$ cat src/rtl/ffpa_pkg.sv
// ----------------------------------------------------------------------------
// ffpa_pkg
// Shared constants, codes and control types of the first-fit pool allocator.
// ----------------------------------------------------------------------------
package ffpa_pkg;

	// Default pool geometry.
	localparam int POOL_BYTES_DEF   = 4096;
	localparam int HEADER_BYTES_DEF = 16;

	// Operation codes of an input item.
	localparam logic [1:0] OP_ALLOC   = 2'd0;
	localparam logic [1:0] OP_RELEASE = 2'd1;
	localparam logic [1:0] OP_QUERY   = 2'd2;
	localparam logic [1:0] OP_UNUSED  = 2'd3;

	// Read address selects.
	localparam logic [2:0] RD_NONE  = 3'd0;
	localparam logic [2:0] RD_ZERO  = 3'd1;
	localparam logic [2:0] RD_DNEXT = 3'd2;
	localparam logic [2:0] RD_HDR   = 3'd3;
	localparam logic [2:0] RD_PREV  = 3'd4;
	localparam logic [2:0] RD_NEXT  = 3'd5;

	// Register load selects.
	localparam logic [2:0] LD_NONE  = 3'd0;
	localparam logic [2:0] LD_INPUT = 3'd1;
	localparam logic [2:0] LD_WALK  = 3'd2;
	localparam logic [2:0] LD_H     = 3'd3;
	localparam logic [2:0] LD_P     = 3'd4;
	localparam logic [2:0] LD_N     = 3'd5;

	// Header write patterns.
	localparam logic [3:0] WR_NONE      = 4'd0;
	localparam logic [3:0] WR_SPLIT_HDR = 4'd1;
	localparam logic [3:0] WR_NOSPLIT   = 4'd2;
	localparam logic [3:0] WR_NEW       = 4'd3;
	localparam logic [3:0] WR_AFIX      = 4'd4;
	localparam logic [3:0] WR_RHDR      = 4'd5;
	localparam logic [3:0] WR_KILLN     = 4'd6;
	localparam logic [3:0] WR_RPREV     = 4'd7;
	localparam logic [3:0] WR_RFIX      = 4'd8;

	// Free counter updates.
	localparam logic [1:0] CNT_NONE = 2'd0;
	localparam logic [1:0] CNT_SUB  = 2'd1;
	localparam logic [1:0] CNT_ADD  = 2'd2;

	// Commands from the controller to the datapath.
	typedef struct packed {
		logic [2:0] rd_sel;
		logic [2:0] ld;
		logic [3:0] wr;
		logic [1:0] cnt;
		logic       set_fail;
		logic       done;
	} cmd_t;

	// Status from the datapath to the controller.
	typedef struct packed {
		logic [1:0] op;
		logic       fit;
		logic       d_hn;
		logic       walk_last;
		logic       rel_ok;
		logic       h_busy;
		logic       h_hp;
		logic       h_hn;
		logic       split;
		logic       jp;
		logic       jn;
		logic       hn_new;
		logic       out_busy;
	} sts_t;

endpackage

$ cat src/rtl/ffpa_ctrl.sv
// ----------------------------------------------------------------------------
// ffpa_ctrl
// Sequencer of the allocator: walks the chain or reads a released chunk and
// its neighbors, then issues the split or merge header writes one per cycle.
// ----------------------------------------------------------------------------
module ffpa_ctrl
	import ffpa_pkg::*;
(
	input  logic clk,
	input  logic arst_n,
	input  logic in_valid,
	output logic in_ready,
	output cmd_t cmd,
	input  sts_t sts
);

	localparam logic [3:0] S_IDLE = 4'd0;
	localparam logic [3:0] S_DISP = 4'd1;
	localparam logic [3:0] S_WALK = 4'd2;
	localparam logic [3:0] S_AFIT = 4'd3;
	localparam logic [3:0] S_ANEW = 4'd4;
	localparam logic [3:0] S_AFIX = 4'd5;
	localparam logic [3:0] S_RH   = 4'd6;
	localparam logic [3:0] S_RCK  = 4'd7;
	localparam logic [3:0] S_RP   = 4'd8;
	localparam logic [3:0] S_RN   = 4'd9;
	localparam logic [3:0] S_RW1  = 4'd10;
	localparam logic [3:0] S_RW2  = 4'd11;
	localparam logic [3:0] S_RW3  = 4'd12;
	localparam logic [3:0] S_RW4  = 4'd13;
	localparam logic [3:0] S_DONE = 4'd14;

	logic [3:0] state_q, state_nxt;

	always_ff @(posedge clk or negedge arst_n) begin
		if (!arst_n) begin
			state_q <= S_IDLE;
		end else begin
			state_q <= state_nxt;
		end
	end

	// Next state and commands.
	always_comb begin
		state_nxt = state_q;
		in_ready  = 1'b0;
		cmd       = '0;
		case (state_q)
			S_IDLE: begin
				in_ready = 1'b1;
				if (in_valid) begin
					cmd.ld    = LD_INPUT;
					state_nxt = S_DISP;
				end
			end
			S_DISP: begin
				case (sts.op)
					OP_ALLOC, OP_QUERY: begin
						cmd.rd_sel = RD_ZERO;
						state_nxt  = S_WALK;
					end
					OP_RELEASE: begin
						if (sts.rel_ok) begin
							cmd.rd_sel = RD_HDR;
							state_nxt  = S_RH;
						end else begin
							state_nxt = S_DONE;
						end
					end
					default: state_nxt = S_DONE;
				endcase
			end
			// One header per cycle; the next read follows the forward link.
			S_WALK: begin
				cmd.ld = LD_WALK;
				if (sts.op == OP_ALLOC && sts.fit) begin
					state_nxt = S_AFIT;
				end else if (!sts.d_hn || sts.walk_last) begin
					cmd.set_fail = (sts.op == OP_ALLOC);
					state_nxt    = S_DONE;
				end else begin
					cmd.rd_sel = RD_DNEXT;
				end
			end
			S_AFIT: begin
				cmd.cnt = CNT_SUB;
				if (sts.split) begin
					cmd.wr    = WR_SPLIT_HDR;
					state_nxt = S_ANEW;
				end else begin
					cmd.wr    = WR_NOSPLIT;
					state_nxt = S_DONE;
				end
			end
			S_ANEW: begin
				cmd.wr    = WR_NEW;
				state_nxt = sts.h_hn ? S_AFIX : S_DONE;
			end
			S_AFIX: begin
				cmd.wr    = WR_AFIX;
				state_nxt = S_DONE;
			end
			S_RH: begin
				cmd.ld    = LD_H;
				state_nxt = S_RCK;
			end
			// Release of a chunk in use; fetch the neighbors that exist.
			S_RCK: begin
				if (!sts.h_busy) begin
					state_nxt = S_DONE;
				end else begin
					cmd.cnt = CNT_ADD;
					if (sts.h_hp) begin
						cmd.rd_sel = RD_PREV;
						state_nxt  = S_RP;
					end else if (sts.h_hn) begin
						cmd.rd_sel = RD_NEXT;
						state_nxt  = S_RN;
					end else begin
						state_nxt = S_RW1;
					end
				end
			end
			S_RP: begin
				cmd.ld = LD_P;
				if (sts.h_hn) begin
					cmd.rd_sel = RD_NEXT;
					state_nxt  = S_RN;
				end else begin
					state_nxt = S_RW1;
				end
			end
			S_RN: begin
				cmd.ld    = LD_N;
				state_nxt = S_RW1;
			end
			S_RW1: begin
				cmd.wr    = WR_RHDR;
				state_nxt = S_RW2;
			end
			S_RW2: begin
				if (sts.jn) cmd.wr = WR_KILLN;
				state_nxt = S_RW3;
			end
			S_RW3: begin
				if (sts.jp) cmd.wr = WR_RPREV;
				state_nxt = S_RW4;
			end
			S_RW4: begin
				if ((sts.jn || sts.jp) && sts.hn_new) cmd.wr = WR_RFIX;
				state_nxt = S_DONE;
			end
			S_DONE: begin
				if (!sts.out_busy) begin
					cmd.done  = 1'b1;
					state_nxt = S_IDLE;
				end
			end
			default: state_nxt = S_IDLE;
		endcase
	end

endmodule
$ cat config.mk
export PLATFORM = sky130hd
export DESIGN_NAME = ffpa_ctrl
export DESIGN_NICKNAME = d
export VERILOG_FILES = /design/src/rtl/ffpa_pkg.sv /design/src/rtl/ffpa_ctrl.sv
export SDC_FILE = /design/constraint.sdc
export NUM_CORES = 1
export LEC_CHECK = 0
export BUFFER_PORTS_ARGS = -buffer_cell sky130_fd_sc_hd__buf_2
export CORE_MARGIN = 5
export CORE_UTILIZATION = 48
export DETAILED_ROUTE_END_ITERATION = 8
export PLACE_DENSITY = 0.85
export SLEW_MARGIN = 25
export SYNTH_ARGS = -nofsm -noshare
export SYNTH_HDL_FRONTEND = slang
export SYNTH_SLANG_ARGS = --single-unit
$ cat constraint.sdc
create_clock -name clk -period 3.2 [get_ports clk]
set_clock_uncertainty 0.05 [all_clocks]
set_input_delay 0.96 -clock clk [delete_from_list [all_inputs] [get_ports clk]]
set_output_delay 0.96 -clock clk [all_outputs]
set_load 0.1 [all_outputs]
Yosys cells after proc, flatten, opt, wreduce, memory -nomap -nowiden
Index checks and enable logic that the tools add are counted.

storage, ports and cells
  input bits = 17
  output and inout bits = 15
  bits in registers = 4

cells by class
  reductions and logical operators = 10
  mux-type cells = 35
  equality and inequality tests = 19

operators with widths
  operator                                              number
  case mux 4 bit (14 select lines)                      1
  two-way mux 4 bit                                     10
  equality test 4 bit (second input constant)           7
  case mux 4 bit (7 select lines)                       1
  equality test 4 x 3 -> 1 bit (second input constant)  4
  two-way mux 3 bit                                     5
  case mux 3 bit (5 select lines)                       1
  two-way mux 2 bit                                     6
  case mux 3 bit (4 select lines)                       1
  equality test 4 x 2 -> 1 bit (second input constant)  2
  case mux 2 bit (2 select lines)                       2
  case mux 4 bit (2 select lines)                       1
  two-way mux 1 bit                                     7
  equality test 4 x 1 -> 1 bit (second input constant)  1
  zero test 4 bit                                       1
  != test 2 bit (second input constant)                 2
  OR reduction 2 bit                                    2
  != test 3 bit (second input constant)                 1
  AND reduction 3 bit                                   1
  equality test 2 x 1 -> 1 bit (second input constant)  1
  equality test 2 bit (second input constant)           1
  logical AND 1 bit                                     2
  zero test 2 bit                                       1
  logical OR 1 bit                                      2
  zero test 1 bit                                       1

Longest topological paths before layout
Gate-level depths: netlist of the first run.

  depth in word-level cells = 5
  gate-level depth with buffers = 6
  gate-level depth less buffers = 4

Worst setup path before layout of the first run
Ideal clock, no wire load.

  path kind = input to output
  start point = input port sts[11] in the netlist's numbering
  end point = output port cmd[1] in the netlist's numbering
  path slack = -1.906 ns
  arrival = 4.096 ns
  buffers on the path = 0
  cell stages on the path = 3
  cells stage by stage = or3b_4 -> nand3_1 -> nor4_1

RTL lines
  what         line             text
  from (decl)  ffpa_ctrl.sv:14  input sts_t sts
  to (decl)    ffpa_ctrl.sv:13  output cmd_t cmd,

==> metrics.md, run 1 <==
| Metric | Value |
|---|---|
| Outcome | finished, final reports clean |
| Drt initial violations | 26 |
| Via density | 6.03 |
| Final HPWL DP | 1660 um |
| Area Growth Syn to Fin | 60.6% |
| GRT Residual Overflow | 0 |
| Critical Path, Cell by Cell | buf_2 -> or3b_4 -> and4_1 -> a41o_1 -> buf_4 |
| Largest register FFs | 4 |
| Drt drc | 0 |
| Delay of the slowest critical-path stage | 390 ps |
| Gpl congestion | 0.869 |
| Number of port buffers | 31 |
| Syn avg cell area | 6.65 um^2 |
| Starting Density | 0.506 |
| Final setup viols | 0 |
| CP Buf/Inv Count | 2 |
| Startpoint types | primary input |
| EDFF count, synth | 0 |
| CTS clk-pin slew, worst paths | 40 ps |
| Pre-antenna DRT Iters | 4 |
| Commonest cells post-synth | nor2_1 (11), nand2_1 (8), nand2b_1 (7), nor3_1 (6) |
| H-tree depth | 1 |
| Post-Syn Nets | roughly 120 |
| Most frequent cell after synthesis | nor2_1 |
| Leading post-synthesis cells by cell area | dfrtp_1 (15%), nand2b_1 (6.7%), nor2_1 (6.3%) |
| Final layout net count | 150 |
| Ports | 32 |
| Tcrit/Tclk final | 0.976 |
| Top delay family on crit path | simple AND/OR/NAND/NOR gates |
| Cts bufs inserted | 3 |
| Chip height | 47.0 um |
| Largest net degree at the start of global routing | 24 |
| DIE WIDTH | 47.0 um |
| Total GRT Usage | 0.210 |
| # clock sinks | 4 |
| Die footprint | 2210 um^2 |
| Data required time at the worst endpoint | roughly 2200 ps |
| Worst Setup End Kind | primary output |
| Yosys reg bits | 4 |
| Biggest register | state_q |
| Multi-input gate area | 611 um^2 |
| Synth area leader | dfrtp_1 |
| CP arrival | 2110 ps |
| Core area | 1300 um^2 |
| Antenna violations before repair | 0 |
| Min Hold Slack | ~460 ps |
| Hold Fails Final Rpt | 0 |
| Final critical-path required period | around 3100 ps |
| Worst hold path type | in2async |
| FFs w/ async S/R, synth | 1.00 |
| Primary FF master, synth | dfrtp_1 |
| Sequential share of the synthesized area | 0.152 |
| Yosys cell types | 38 |
| Row Count | 13 |
| Rel. slew slack | 0.587 |
| Top cell type's share of synthesized area | 0.152 |
| Mapped cell area | 658 um^2 |
| First-pass GRT wire length | roughly 3400 um |
| RSZ-0062 raised after global routing | no |
| Max Root-Sink Buffers | 2 |
| MaxCap Viol Count | 0 |
| Vias in the first global route | 806 |
| Storage element area | 104 um^2 |
| Final wirelength | roughly 2200 um |
| CP max-delay cell | or3b_4 |
| ANT cells | 0 |
| CTS tree | built |
| ANT nets after route | 0 |
| Fillers | between 80 and 90 |
| Vias | 881 |
| Slew Viols, Final | 0 |
| Post-CTS Setup Bufs | 0 |
| Root buf cell | clkbuf_4 |
| CP max FO | 4 |
| DR WL/cell | 14.9 um |
| Fmax | about 320 MHz |
| Largest regs | state_q (4) |
| Clk_lat worst skew | 250 ps |
| WS Path Type | in2out |
| Share of layout cells above drive strength 1 | 0.450 |
| Worst-margin pin slew | 611 ps |
| Synth Instances | 99 |
| Syn. warnings | 0 |
-- final timing paths --
| check | from | endpoint | slack, ps | depth (start not counted) |
|---|---|---|---|---|
| max | sts[13] | cmd[12] | 80 | 5 |
| min | arst_n | state_q[3]$_DFFE_PN0P_ | 460 | 1 |
| max reg2reg | state_q[3]$_DFFE_PN0P_ | state_q[2]$_DFFE_PN0P_ | 1290 | 4 |
| min reg2reg | state_q[0]$_DFFE_PN0P_ | state_q[0]$_DFFE_PN0P_ | 820 | 2 |
| max in group asynchronous | arst_n | state_q[0]$_DFFE_PN0P_ | 2490 | 1 |
| min in group clk | state_q[0]$_DFFE_PN0P_ | state_q[0]$_DFFE_PN0P_ | 820 | 2 |
-- layer usage --
metal	share of wire	track usage
met1	0.42	0.256
met2	0.50	0.369
met4	0.018	0.105
met5	0	0
met3	0.064	0.0153
-- area by class of cell --
type                       instances  share of cell area
multi-input combinational         84               0.578
timing repair buffer              37               0.263
sequential                         4              0.0982
inverter                           3              0.0225
clock buffer                       3              0.0213
tap                               15              0.0178
-- logic make-up after synthesis --
| family | share of synthesized area |
|---|---|
| buf+inv | 0.0722 |
| compound gates | 0.363 |
| simple gates | 0.413 |
| flops | 0.152 |
-- worst reg2reg max path, stage by stage (launching register included) --
cell and delay, ps:
dfrtp_1 530, or2_1 380, o41ai_1 540, o21ai_1 150, o31a_1 140
-- what timing repair did --
action,CTS,global route
endpoints found under the setup margin,0,2
hold buffers,0,0
gates resized for setup,0,5
-- through the flow --
stage | area (um^2) | TNS (ps) | setup WS, ps | util | cells
2_1_floorplan | 771 | -827 | -729 | - | 99
3_3_place_gp | 1030 | 0 | 61.5 | 0.790 | 143
3_5_place_dp | 1030 | 0 | 16.3 | 0.790 | 143
4_1_cts | 1050 | 0 | 15.0 | 0.808 | 146
5_1_grt | 1060 | 0 | 37.5 | 0.813 | 146
6_report | 1060 | 0 | 77.3 | 0.813 | 146
-- cells in the final DEF, fill, tap and decap left out, types with 2 or more instances in the layout --
cell type	count
o21ai_0	3
nor3_4	3
nor2_1	11
nand2_1	6
a21oi_1	2
inv_1	2
buf_12	5
buf_2	25
a21o_1	2
nand2b_1	7
nand3_1	4
o31a_1	2
a31oi_1	5
nor3_1	2
o21ai_1	2
clkbuf_4	3
dfrtp_2	3
buf_4	7
o21ai_2	3
nor2b_1	5
a22oi_1	3
Power of run 1 is not shown: default switching activity piles up to over one toggle a cycle in this logic, so the estimate is an artifact.
==> inputs of run 2 (changes only) <==
- CELL_PAD_IN_SITES_DETAIL_PLACEMENT: not set -> 1
- CELL_PAD_IN_SITES_GLOBAL_PLACEMENT: not set -> 2
- CORE_UTILIZATION: 48 -> 24
==> run 2 against run 1 <==
  * Maximum frequency fell by 1.0%
  * Sequential share of layout area fell by 0.67 points
  * Count of clock-buffer cells in the layout unchanged
  * Final cell count increased by 12%
  * First-iteration DRC count up 15%
  * Hold slack better by 10 ps
  * Core utilization decreased by 40 points
  * Highest routed layer unchanged
  * Global-route usage fell by 7.5 points
  * Register-to-register slack about the same
  * Die area up 76%
  * Via count increased by 1.9%
  * Cell area rose by 6.0%
==> metrics.md, run 2 (synthesis results as in run 1) <==
| Metric | Value |
|---|---|
| Outcome | finished, final reports clean |
| Reg2reg setup slack | 1290 ps (about the same) |
| Rel. slew slack | 0.597 (+0.0101) |
| Number of port buffers | 31 (unchanged) |
| Post-CTS sizing | 0 (unchanged) |
| Drt drc | 0 (unchanged) |
| Via density | 5.48 (-9.3%) |
| Final wirelength | 2400 um (+10%) |
| Max Root-Sink Buffers | 2 (unchanged) |
| Gpl congestion | 0.761 (-12%) |
| Share of layout cells above drive strength 1 | 0.451 (+0.000746) |
| Vias in the first global route | 983 (+22%) |
| CTS tree | built |
| Die footprint | 3890 um^2 (+76%) |
| Largest register FFs | 4 (unchanged) |
| Largest net degree at the start of global routing | 21 (-13%) |
| Hold Fails Final Rpt | 0 (unchanged) |
| Final critical-path required period | 3160 ps (+33.0 ps) |
| Antenna violations before repair | 0 (unchanged) |
| Chip height | 62.4 um (+33%) |
| Total GRT Usage | 0.135 (-0.0749) |
| Non-filler cells, final | 164 (+12%) |
| Final layout net count | 152 (+1.3%) |
| DR WL/cell | 14.6 um (-1.8%) |
| Area Growth Syn to Fin | 70.3% |
| Tcrit/Tclk final | 0.986 (+0.0103) |
| Worst Setup End Kind | primary output |
| Biggest register | state_q |
| MaxCap Viol Count | 0 (unchanged) |
| Reg2Reg Depth | 4 (unchanged) |
| Largest regs | state_q (4) |
| Hold buffers post-CTS | 0 (unchanged) |
| Root buf cell | clkbuf_4 |
| RSZ-0062 raised after global routing | no |
| Startpoint types | primary input |
| Worst hold path type | in2async |
| Source of the critical timing path | sts[13] |
| Commonest non-fill, non-tap cell in the layout | buf_2 |
| Row Count | 19 (+6) |
| Fmax | 317 MHz (-1.0%) |
| # clock sinks | 4 (unchanged) |
| Final HPWL DP | 1950 um (+18%) |
| H-tree depth | 1 (unchanged) |
| Data required time at the worst endpoint | 2190 ps (about the same) |
| Starting Density | 0.245 (-0.261) |
| First-pass GRT wire length | 4490 um (+32%) |
| Vias | 898 (+1.9%) |
| GRT Residual Overflow | 0 (unchanged) |
| Most frequent cells in the layout | buf_2 (23), nor2_1 (11), buf_4 (8) |
| Pre-antenna DRT Iters | 4 (unchanged) |
| Placed cells | 161 (+13%) |
| Reg-to-Reg Start | state_q[2]$_DFFE_PN0P_ |
| Cts bufs inserted | 3 (unchanged) |
| DIE WIDTH | 62.4 um (+33%) |
| Worst-margin pin slew | 596 ps (-15.0 ps) |
| WS Path Type | in2out |
| Slew Viols, Final | 0 (unchanged) |
| Worst reg2reg endpoint | state_q[2]$_DFFE_PN0P_ |
| ANT cells | 0 (unchanged) |
| End point of the critical path | cmd[12] |
| ANT nets after route | 0 (unchanged) |
| Final setup viols | 0 (unchanged) |
| Ports | 32 (unchanged) |
| CP arrival | 2150 ps (+40 ps) |
| Drt initial violations | 30 (+15%) |
| Post-CTS Setup Bufs | 0 (unchanged) |
| Clk_lat worst skew | 230 ps (-20 ps) |
| CTS clk-pin slew, worst paths | 40 ps (about the same) |
| Core area | 2690 um^2 (+110%) |
| CP max FO | 4 (unchanged) |
run 2: cell types whose count changed in the layout (fill, tap and decap cells not counted), sizes merged:
cell	delta
buf	+1
clkbuf	+1
run 2: worst min path at each step:
| stage | startpoint | endpoint | slack, ps | depth (start not counted) |
|---|---|---|---|---|
| after detailed placement | arst_n | state_q[2]$_DFFE_PN0P_ | 720 | 1 |
| final | arst_n | state_q[3]$_DFFE_PN0P_ | 470 | 1 |
| after floorplan | arst_n | state_q[0]$_DFFE_PN0P_ | 610 | 0 |
| after CTS | arst_n | state_q[1]$_DFFE_PN0P_ | 470 | 1 |
| after global placement | arst_n | state_q[0]$_DFFE_PN0P_ | 710 | 1 |
| after global routing | arst_n | state_q[3]$_DFFE_PN0P_ | 460 | 1 |
run 2: routing by layer:
layer / GRT usage / vias up / wire length [um]
li1: - / 443 / -
met1: 0.168 / 422 / 1040
met2: 0.237 / 31 / 1220
met3: 0.0216 / 2 / 123
met4: 0.0398 / 0 / 18
met5: 0 / - / 0
run 2: through the flow:
step	hold WS, ps	TNS [ps]	setup slack, ps	utilization	instance area, um^2
global placement	713	0	60.8	0.407	1090
global route	460	0	3.64	0.417	1120
detailed placement	719	0	28.9	0.407	1090
floorplan	613	-827	-729	-	771
finish	472	0	44.3	0.417	1120
CTS	467	0	26.9	0.415	1120
run 2: critical path, cell delays in order:
cell and delay (ps):
buf_2 130, or3b_4 390, and4_1 190, a41o_1 200
clkbuf_4 270
run 2: layout make-up:
class / count / area [um^2]
fillers: 345 / 1570
clock buffers: 3 / 22.5
flip-flops and latches: 4 / 103
repair buffers: 39 / 323
inverters: 3 / 23.8
well taps: 31 / 38.8
multi-input cells: 84 / 611
Power of run 2 is left out for the same reason.
==> inputs of run 3 (changes only) <==
- RECOVER_POWER: not set -> 50
==> run 3 against run 2 <==
  * Flip-flop and latch count unchanged
  * Largest cell class unchanged
  * Core utilization down 0.98 points
  * Register-to-register slack worse by 20 ps
  * Critical endpoint unchanged
==> metrics.md, run 3 (synthesis results as in run 1) <==
| Metric | Value |
|---|---|
| Delay of the slowest critical-path stage | 390 ps (about the same) |
| # clock sinks | 4 (unchanged) |
| Clk_lat worst skew | 230 ps (about the same) |
| ANT nets after route | 0 (unchanged) |
| Reg-to-Reg Start | state_q[2]$_DFFE_PN0P_ |
| First-pass GRT wire length | 4490 um (unchanged) |
| Startpoint types | primary input |
| Worst reg2reg endpoint | state_q[2]$_DFFE_PN0P_ |
| Row Count | 19 (unchanged) |
| Rel. slew slack | 0.597 (about the same) |
| Chip height | 62.4 um (unchanged) |
| Largest net degree at the start of global routing | 21 (unchanged) |
| Vias in the first global route | 983 (unchanged) |
| Hold buffers post-CTS | 0 (unchanged) |
| Most frequent cells in the layout | buf_2 (20), nor2_1 (11), nand2b_1 (7), buf_4 (7) |
| Core area | 2690 um^2 (unchanged) |
| Fmax | 317 MHz (unchanged) |
| RSZ-0062 raised after global routing | no |
| Pre-antenna DRT Iters | 4 (unchanged) |
| Vias | 891 (-0.78%) |
| CP arrival | 2150 ps (about the same) |
| Drt drc | 0 (unchanged) |
| Ports | 32 (unchanged) |
| Cts bufs inserted | 3 (unchanged) |
| Final setup viols | 0 (unchanged) |
| Worst Setup End Kind | primary output |
| Hold Fails Final Rpt | 0 (unchanged) |
| Largest register FFs | 4 (unchanged) |
| Final critical-path required period | 3160 ps (+0.00140 ps) |
| Final layout net count | 152 (unchanged) |
| Commonest non-fill, non-tap cell in the layout | buf_2 |
| CTS clk-pin slew, worst paths | 40 ps (about the same) |
| Slew Viols, Final | 0 (unchanged) |
| Worst-margin pin slew | 597 ps (+0.315 ps) |
| Setup TNS | 0 ps (unchanged) |
| GRT Residual Overflow | 0 (unchanged) |
| Area Growth Syn to Fin | 66.3% |
| Post-CTS sizing | 0 (unchanged) |
| MaxCap Viol Count | 0 (unchanged) |
| Final HPWL DP | 1950 um (unchanged) |
| Largest regs | state_q (4) |
| Data required time at the worst endpoint | 2190 ps (about the same) |
| CP max-delay cell | or3b_4 |
| Reg2Reg Depth | 4 (unchanged) |
| Number of port buffers | 31 (unchanged) |
| Die footprint | 3890 um^2 (unchanged) |
| ANT cells | 0 (unchanged) |
| Critical Path, Cell by Cell | buf_2 -> or3b_4 -> and4_1 -> a41o_1 -> clkbuf_4 |
| Biggest register | state_q |
| Gpl congestion | 0.761 (unchanged) |
| Antenna violations before repair | 0 (unchanged) |
| Post-CTS Setup Bufs | 0 (unchanged) |
| DIE WIDTH | 62.4 um (unchanged) |
| CP max FO | 4 (unchanged) |
| Final wirelength | 2400 um (+0.38%) |
| Reg2reg setup slack | 1270 ps (-20 ps) |
| H-tree depth | 1 (unchanged) |
| Starting Density | 0.245 (unchanged) |
| CTS tree | built |
| Max Root-Sink Buffers | 2 (unchanged) |
| Total GRT Usage | 0.135 (unchanged) |
| Root buf cell | clkbuf_4 |
| WS Path Type | in2out |
| Drt initial violations | 38 (+27%) |
| Share of layout cells above drive strength 1 | 0.429 (-0.0226) |
| Fillers | 348 (+0.87%) |
| Via density | 5.43 (-0.78%) |
| Worst hold path type | in2async |
| DR WL/cell | 14.7 um (+0.38%) |
| Outcome | finished, final reports clean |
| Tcrit/Tclk final | 0.986 (about the same) |
==> run 3: how the worst max path moves through the flow <==
stage          startpoint       to  slack, ps  depth (start not counted)
6_report          sts[13]  cmd[12]         40                          5
5_1_grt           sts[13]  cmd[12]          4                          5
4_1_cts           sts[13]  cmd[12]         30                          5
3_5_place_dp      sts[13]  cmd[12]         30                          5
3_3_place_gp      sts[13]  cmd[12]         60                          5
2_1_floorplan     sts[11]   cmd[1]       -730                          3
==> run 3: metrics by stage <==
step | cell area [um^2] | instances | util | worst slack [ps] | hold slack (ps)
final | 1090 | 164 | 0.408 | 44.3 | 496
after detailed placement | 1090 | 161 | 0.407 | 28.9 | 719
after floorplan | 771 | 99 | - | -729 | 613
after global routing | 1090 | 164 | 0.408 | 3.64 | 500
after CTS | 1120 | 164 | 0.415 | 26.9 | 467
after global placement | 1090 | 161 | 0.407 | 60.8 | 713
==> run 3: worst max-delay path: cells and delay by family <==
kind                   cells  cell delay (ps)
buffers and inverters      2              400
AND/OR/NAND/NOR            2              580
AO/OA/AOI/OAI              1              200
==> run 3: metal layers <==
metal	up-vias	GRT usage	routed length [um]
li1	442	-	-
met1	416	0.168	1040
met2	31	0.237	1210
met3	2	0.0216	133
met4	0	0.0398	18
met5	-	0	0
==> run 3: final cells by class <==
cell class | instances | area [um^2] | area share
Multi-Input combinational cell | 84 | 604 | 0.552
Timing Repair Buffer | 39 | 303 | 0.277
Sequential cell | 4 | 103 | 0.0937
Tap cell | 31 | 38.8 | 0.0354
Inverter | 3 | 23.8 | 0.0217
Clock buffer | 3 | 22.5 | 0.0206
Power of run 3 is left out for the same reason.
